==> src/hw/rtl/tiex_pkg.sv <==
// shared types, constants and helpers for the toy isa execute unit
package tiex_pkg;

  localparam int RegCount   = 16;
  localparam int ArrayDepth = 32;
  localparam int PcWidth    = 10;
  localparam int RegIdxW    = 5;
  localparam int ArrAddrW   = 7;
  localparam int ArrWords   = 128;

  typedef enum logic [4:0] {
    OP_ADDI = 5'd0,  OP_SUBI = 5'd1,  OP_MULI = 5'd2,  OP_DIVI = 5'd3,
    OP_MODI = 5'd4,  OP_AND  = 5'd5,  OP_OR   = 5'd6,  OP_NOT  = 5'd7,
    OP_XOR  = 5'd8,  OP_ADD  = 5'd9,  OP_SUB  = 5'd10, OP_MUL  = 5'd11,
    OP_DIV  = 5'd12, OP_MOD  = 5'd13, OP_CMPI = 5'd14, OP_MOVI = 5'd15,
    OP_MOV  = 5'd16, OP_CMP  = 5'd17, OP_IN   = 5'd18, OP_OUT  = 5'd19,
    OP_INC  = 5'd20, OP_DEC  = 5'd21, OP_JMP  = 5'd22, OP_JEQ  = 5'd23,
    OP_JLT  = 5'd24, OP_JGT  = 5'd25, OP_HLT  = 5'd26, OP_ARRD = 5'd27,
    OP_ARRI = 5'd28, OP_ARRC = 5'd29, OP_RSV0 = 5'd30, OP_RSV1 = 5'd31
  } op_t;

  localparam logic [3:0] ALU_ADD = 4'b0000;
  localparam logic [3:0] ALU_SUB = 4'b0001;
  localparam logic [3:0] ALU_MUL = 4'b0010;
  localparam logic [3:0] ALU_DIV = 4'b0011;
  localparam logic [3:0] ALU_INC = 4'b0100;
  localparam logic [3:0] ALU_DEC = 4'b0101;
  localparam logic [3:0] ALU_AND = 4'b0110;
  localparam logic [3:0] ALU_OR  = 4'b0111;
  localparam logic [3:0] ALU_XOR = 4'b1000;
  localparam logic [3:0] ALU_NOT = 4'b1001;
  localparam logic [3:0] ALU_MOD = 4'b1010;

  localparam logic [1:0] ST_NONE = 2'd0;
  localparam logic [1:0] ST_EQ   = 2'd1;
  localparam logic [1:0] ST_GT   = 2'd2;
  localparam logic [1:0] ST_LT   = 2'd3;

  typedef enum logic [2:0] {
    S_IDLE, S_READ, S_EXEC, S_DIV, S_FIN, S_OUT
  } state_t;

  typedef struct packed {
    logic load;
    logic exec;
    logic div_start;
    logic div_step;
    logic finish;
  } cmd_t;

  typedef struct packed {
    logic need_div;
    logic div_done;
  } stat_t;

  function automatic logic [1:0] compare3(logic [31:0] a, logic [31:0] b);
    if (a == b) return ST_EQ;
    return ($signed(a) > $signed(b)) ? ST_GT : ST_LT;
  endfunction

endpackage

==> src/hw/rtl/tiex_ctrl.sv <==
// controller state machine for the execute unit
module tiex_ctrl (
  input  logic           clk,
  input  logic           rst_n,
  input  logic           in_valid,
  output logic           in_ready,
  output logic           res_valid,
  input  logic           res_ready,
  input  tiex_pkg::stat_t stat,
  output tiex_pkg::cmd_t  cmd
);
  import tiex_pkg::*;

  state_t state_r, state_nxt;

  always_ff @(posedge clk) begin
    if (!rst_n) state_r <= S_IDLE;
    else state_r <= state_nxt;
  end

  always_comb begin
    state_nxt = state_r;
    case (state_r)
      S_IDLE: if (in_valid) state_nxt = S_READ;
      S_READ: state_nxt = S_EXEC;
      S_EXEC: state_nxt = stat.need_div ? S_DIV : S_FIN;
      S_DIV:  if (stat.div_done) state_nxt = S_FIN;
      S_FIN:  state_nxt = S_OUT;
      S_OUT:  if (res_ready) state_nxt = S_IDLE;
      default: state_nxt = S_IDLE;
    endcase
  end

  always_comb begin
    cmd = '0;
    in_ready = 1'b0;
    res_valid = 1'b0;
    case (state_r)
      S_IDLE: begin
        in_ready = 1'b1;
        cmd.load = in_valid;
      end
      S_READ: cmd.exec = 1'b0;
      S_EXEC: begin
        cmd.exec = 1'b1;
        cmd.div_start = stat.need_div;
      end
      // stop stepping once all 32 quotient bits are in
      S_DIV:  cmd.div_step = !stat.div_done;
      S_FIN:  cmd.finish = 1'b1;
      S_OUT:  res_valid = 1'b1;
      default: ;
    endcase
  end
endmodule

==> config.mk <==
export PLATFORM = sky130hd
export DESIGN_NAME = tiex_ctrl
export DESIGN_NICKNAME = d
export VERILOG_FILES = /design/src/hw/rtl/tiex_pkg.sv /design/src/hw/rtl/tiex_ctrl.sv
export SDC_FILE = /design/constraint.sdc
export NUM_CORES = 1
export LEC_CHECK = 0
export BUFFER_PORTS_ARGS = -buffer_cell sky130_fd_sc_hd__buf_4
export CAP_MARGIN = 20
export CORE_AREA = 2 2 39 41
export CTS_BUF_LIST = sky130_fd_sc_hd__clkbuf_4 sky130_fd_sc_hd__clkbuf_8
export DETAILED_ROUTE_END_ITERATION = 8
export DIE_AREA = 0 0 41 43
export SKIP_LAST_GASP = 1
export SLEW_MARGIN = 5
export SYNTH_ARGS = -nofsm -noshare
export SYNTH_HDL_FRONTEND = slang
export SYNTH_SLANG_ARGS = --single-unit
==> constraint.sdc <==
create_clock -name clk -period 1.5 [get_ports clk]
set_clock_uncertainty 0.1 [all_clocks]
set_input_delay 0.15 -clock clk [delete_from_list [all_inputs] [get_ports clk]]
set_output_delay 0.15 -clock clk [all_outputs]
set_load 0.05 [all_outputs]
==> impl_metrics.env, run 1 <==
export IMPL_drtAntennaViolNets=0
export IMPL_crit_fanout=3
export IMPL_antenna_found_initial=0
export IMPL_pin_count=13
export IMPL_drt_iter0_drc=1
export IMPL_syn_instance_count=27
export IMPL_synthesis_area_um2=224.0
export IMPL_largest_register="state_r"
export IMPL_setup_viol=0
export IMPL_synthArstFlopShare_pct=0
export IMPL_fmax_mhz=672.1
export IMPL_syn_mean_instance_area_um2=8.295
export IMPL_grt_pass1_vias=227
export IMPL_nNetsFinal=51
export IMPL_cts_tree="built"
export IMPL_end_kind="primary output"
export IMPL_syn_to_final_growth_pct=79.33
export IMPL_ys_top_cells_by_area="dfxtp_1 (27%), o41ai_2 (7.3%), a31oi_1 (5.6%)"
export IMPL_drcViolationCount=0
export IMPL_htree_levels=1
export IMPL_cts_sinks=3
export IMPL_start_util_pct=16.18
export IMPL_status="completed"
export IMPL_ys_seq_area_share_pct=26.82
export IMPL_cp_start_kind="flip-flop"
export IMPL_finalHoldViolCount=0
export IMPL_synthTopCellsByCount="dfxtp_1 (3), a31oi_1 (2), and2_1 (2), nand3_1 (2), nor2_1 (2)"
export IMPL_drt_wirelength_per_cell_um=10.45
export IMPL_ys_seq_elements=3
export IMPL_groute_layer_met1_usage_pct=9.325
export IMPL_finalWirelength_um=627
export IMPL_synth_most_common_cell="dfxtp_1"
export IMPL_port_buffers=12
export IMPL_post_cts_buffers=0
export IMPL_tns_ns=0
export IMPL_yosysTopAreaCell="dfxtp_1"
export IMPL_grt_max_degree=10
export IMPL_relSlewSlack_pct=80.07
export IMPL_gp_routability_congestion=0.8170
export IMPL_p_int_uw=290.4
export IMPL_antennaDiodeCount=0
export IMPL_synth_edf_count=0
export IMPL_vias_per_cell=4.317
export IMPL_clk_latency_ns=0.24
export IMPL_drv_slew=0
export IMPL_grt_use_met2_pct=10.31
export IMPL_p_leak_nw=0.1933
export IMPL_p_comb_share_pct=42.8
export IMPL_holdBufCountCts=0
export IMPL_fin_crit_sh_pct=99.20
export IMPL_synthFlopType="dfxtp_1"
export IMPL_clkPwrFrac_pct=34.9
export IMPL_fin_crit_ns=1.488
export IMPL_first_pass_iters=2
export IMPL_slowest_delay_ns=0.31
export IMPL_yosysTopAreaCellShare_pct=26.82
export IMPL_maxCapViolCount=0
export IMPL_crit_family="simple AND/OR/NAND/NOR gates"
export IMPL_critical_path_slowest_cell="dfxtp_1"
export IMPL_synth_cell_types=21
export IMPL_grt_overflow=0
export IMPL_vias=259
export IMPL_dieArea_mm2=0.001763
export IMPL_grtUsageTotal_pct=8.635
export IMPL_drive_above_1_share_pct=61.36
export IMPL_rsz0062_at_grt="true"
export IMPL_place_inst=56
export IMPL_ys_warn_count=0
export IMPL_synth_nets=33
export IMPL_seq_power_share_pct=22.3
export IMPL_sw_frac_of_total_pct=37.68
export IMPL_worstSetupPathType="flip-flop to primary output"
export IMPL_die_w_um=41
export IMPL_crit_required_ns=1.25
export IMPL_largest_register_ffs=3
export IMPL_hold_path_class="primary input to flip-flop"
export IMPL_clockBufferDepth=2
export IMPL_path_clk_slew_ns=0.04
export IMPL_grt_use_met3_pct=3.141
export IMPL_crit_arrival_ns=1.24
export IMPL_die_height_um=43
export IMPL_p_sw_uw=175.6
export IMPL_final_cells=60
export IMPL_cts_made_buffers=3
export IMPL_grt_busiest_layer="met4"
export IMPL_rrSetupSlack_ns=0.30
export IMPL_cp_cell_sequence="nor2b_2 -> and2b_4 -> and2_4 -> buf_4"
export IMPL_num_rows=14
export IMPL_ir_drop_v=0.0002757
export IMPL_grt_pass1_wl_um=910
export IMPL_root_buffer="clkbuf_4"
export IMPL_powerDensity_mw_per_mm2=1160
export IMPL_cp_num_buf_inv=1
export IMPL_worstMarginPinSlew_ns=0.2957
export IMPL_reg_top3="state_r (3)"
export IMPL_core_mm2=0.001384
==> area by class of cell <==
cell class,count,area (µm²)
fillers,152,982.2
flip-flops and latches,3,61.31
clock buffers,4,30.03
inverters,1,3.754
well taps,16,20.02
multi-input cells,21,173.9
repair buffers,15,112.6
==> cells in the final DEF, fill, tap and decap left out, types with 2 or more instances in the layout <==
cell type and n:
buf_4 15, clkbuf_4 4, nand3_1 2, nor2_1 2, a31oi_1 2, dfxtp_1 2
==> power by group through the flow <==
| stage | registers [mW] | clock network [mW] | logic (mW) |
|---|---|---|---|
| detailed placement | 0.104 | 0 | 0.198 |
| CTS | 0.104 | 0.169 | 0.201 |
| finish | 0.104 | 0.163 | 0.199 |
| floorplan | 0.0987 | 0 | 0.147 |
| global route | 0.105 | 0.169 | 0.210 |
| global placement | 0.103 | 0 | 0.198 |
==> worst reg2reg max path, delay by kind of cell (launching register included) <==
family / cells / cell delay [ns]
DFF: 1 / 0.31
and+or+nand+nor: 2 / 0.37
buffers and inverters: 1 / 0.17
AOI/OAI and AO/OA: 1 / 0.18
==> layer usage <==
layer	routed length (µm)	vias to the layer above	part of all wire, %
met2	308	8	49
met4	0	0	0
met1	280	119	45
met3	38	0	6.1
li1	-	132	-
met5	0	-	0
==> cells by family after synthesis <==
family                 share of synthesized area (%)
AND/OR/NAND/NOR                                47.49
buffers and inverters                          7.260
AO/OA/AOI/OAI                                  18.44
flip-flops                                     26.82
==> what timing repair did <==
action,4_1_cts,5_1_grt
cloned,0,0
resized for setup,2,0
setup endpoints to repair,2,1
==> stage by stage <==
| stage | instance area (µm²) | hold slack (ns) | worst slack [ns] | utilization, % | power, mW |
|---|---|---|---|---|---|
| after global placement | 367.9 | 0.3142 | 0.1958 | 26.58 | 0.3012 |
| after CTS | 401.6 | 0.06176 | 0.01001 | 29.02 | 0.4733 |
| final | 401.6 | 0.06451 | 0.01206 | 29.02 | 0.4660 |
| after floorplan | 247.7 | 0.1695 | -0.1262 | - | 0.2457 |
| after global routing | 401.6 | 0.07323 | -0.01528 | 29.02 | 0.4844 |
| after detailed placement | 367.9 | 0.3178 | 0.1904 | 26.58 | 0.3019 |
==> path summary, 6_finish.rpt <==
check,from,to,cells past startpoint
worst max-delay path,state_r[1],cmd[2],4
worst min-delay path,rst_n,state_r[0],3
worst max register to register,state_r[2],state_r[2],4
worst min register to register,state_r[2],state_r[2],3
(Power assumes the default switching activity.)
==> run 2: changes to the inputs <==
clock period = 1.3 ns   (was 1.5 ns; I/O delays follow)
==> run 2 against run 1 <==
Compared with the run above: the flow now finishes with violations (negative setup slack); final cell count up 3.3%; first-iteration DRC count rose to 4.0 times the previous value; clock power is 14% higher; cell area up 17%; sequential cell count unchanged; die area unchanged; sequential share of layout area fell by 0.11 points; non-clock buffer count up 2; total power grew 22%; combinational power rose by 24%; clock-buffer cell count is the same; via count is 7.3% higher; critical path type unchanged.
==> impl_metrics.env, run 2 (synthesized netlist as in run 1, its figures left out) <==
export IMPL_status="finished, violations left"
export IMPL_violations="negative setup slack"
export IMPL_largest_register_ffs=3
export IMPL_reg_top3="state_r (3)"
export IMPL_finalHoldViolCount=0
export IMPL_final_area_um2=470.5
export IMPL_crit_fanout=4
export IMPL_root_buffer="clkbuf_4"
export IMPL_pin_count=13
export IMPL_ir_drop_v=0.0003174
export IMPL_clk_latency_ns=0.23
export IMPL_path_clk_slew_ns=0.04
export IMPL_relSlewSlack_pct=78.70
export IMPL_regArea_um2=71.32
export IMPL_final_cell_mix="buf_4 (10), clkbuf_4 (4), buf_6 (4), buf_8 (3), dfxtp_4 (3)"
export IMPL_final_common_cell="buf_4"
export IMPL_powerDensity_mw_per_mm2=1211
export IMPL_setup_viol=6
export IMPL_drt_iter0_drc=4
export IMPL_finalPower_uw=569.9
export IMPL_crit_arrival_ns=1.17
export IMPL_drtAntennaViolNets=0
export IMPL_first_pass_iters=4
export IMPL_n_fill_cell=150
export IMPL_crit_required_ns=1.07
export IMPL_drv_slew=0
export IMPL_htree_levels=1
export IMPL_maxCapViolCount=0
export IMPL_grt_overflow=0
export IMPL_dieArea_mm2=0.001763
export IMPL_cts_tree="built"
export IMPL_start_util_pct=16.18
export IMPL_die_w_um=41
export IMPL_multi_input_area_um2=180.2
export IMPL_antenna_found_initial=0
export IMPL_fin_crit_ns=1.404
export IMPL_vias=278
export IMPL_largest_register="state_r"
export IMPL_hold_path_class="primary input to flip-flop"
export IMPL_drcViolationCount=0
export IMPL_num_rows=14
export IMPL_die_height_um=43
export IMPL_drive_above_1_share_pct=67.39
export IMPL_placed_cell_area_um2=361.6
export IMPL_core_mm2=0.001384
export IMPL_clockBufferDepth=2
export IMPL_p_leak_nw=0.2171
export IMPL_cp_start_kind="flip-flop"
export IMPL_cts_sinks=3
export IMPL_nNetsFinal=53
export IMPL_fin_crit_sh_pct=108.0
export IMPL_end_kind="primary output"
export IMPL_syn_to_final_growth_pct=110.1
export IMPL_drt_wirelength_per_cell_um=10.10
export IMPL_setup_ws_ns=-0.1041
export IMPL_port_buffers=12
export IMPL_worstSetupPathType="flip-flop to primary output"
export IMPL_vias_per_cell=4.484
export IMPL_finalWirelength_um=626
export IMPL_grt_pass1_vias=262
export IMPL_cts_made_buffers=3
export IMPL_gp_routability_congestion=0.7391
export IMPL_antennaDiodeCount=0
export IMPL_grt_max_degree=12
export IMPL_rsz0062_at_grt="true"
export IMPL_grt_pass1_wl_um=1048
export IMPL_grtUsageTotal_pct=9.639
export IMPL_fmax_mhz=712.2
export IMPL_worstMarginPinSlew_ns=0.3161
run 2: worst paths after layout:
kind	depth (start not counted)	slack, ns	startpoint	end
setup / recovery	4	-0.10	state_r[1]	cmd[2]
hold / removal	3	0.05	rst_n	state_r[0]
setup reg to reg	6	0.01	state_r[1]	state_r[2]
hold reg to reg	1	0.42	state_r[2]	state_r[1]
run 2: critical path: stages, from the launching register on:
cell	delay, ns
dfxtp_4	0.36
nor2b_4	0.16
and2b_4	0.15
and2_4	0.13
buf_8	0.13
run 2: timing repair:
action                                  4_1_cts  5_1_grt
hold buffers                                  0        0
pin swaps                                     1        1
endpoints found under the setup margin        6        7
gates resized for setup                      13        1
buffers inserted                              3        1
run 2: report_power, final:
part	internal [mW]	switching [mW]
combinational	0.121	0.126
clock	0.136	0.0501
sequential	0.106	0.0317
total	0.363	0.207
run 2: per-stage QoR:
step	std cells	setup slack (ns)	TNS [ns]	utilization [%]	hold WS [ns]
floorplan	27	-0.1986	-0.2843	-	0.1398
global route	62	-0.1637	-0.7742	34.00	0.04805
finish	62	-0.1041	-0.3740	34.00	0.04522
CTS	61	-0.1158	-0.3939	33.18	0.03403
global placement	54	0.02112	0	26.13	0.2884
detailed placement	54	-0.01679	-0.01679	26.13	0.2840
run 2: final cells by class:
| type | instances | share of cell area [%] |
|---|---|---|
| repair buffers | 17 | 35.11 |
| multi-input cells | 21 | 38.30 |
| clock buffers | 4 | 6.383 |
| flip-flops and latches | 3 | 15.16 |
| well taps | 16 | 4.255 |
| inverters | 1 | 0.7979 |
run 2: metal layers:
layer	part of all wire, %	vias up	GRT usage [%]
met5	0	-	0
met4	3.5	0	14.00
met3	5.8	2	3.141
met2	45	10	11.56
met1	46	125	10.29
li1	-	141	-
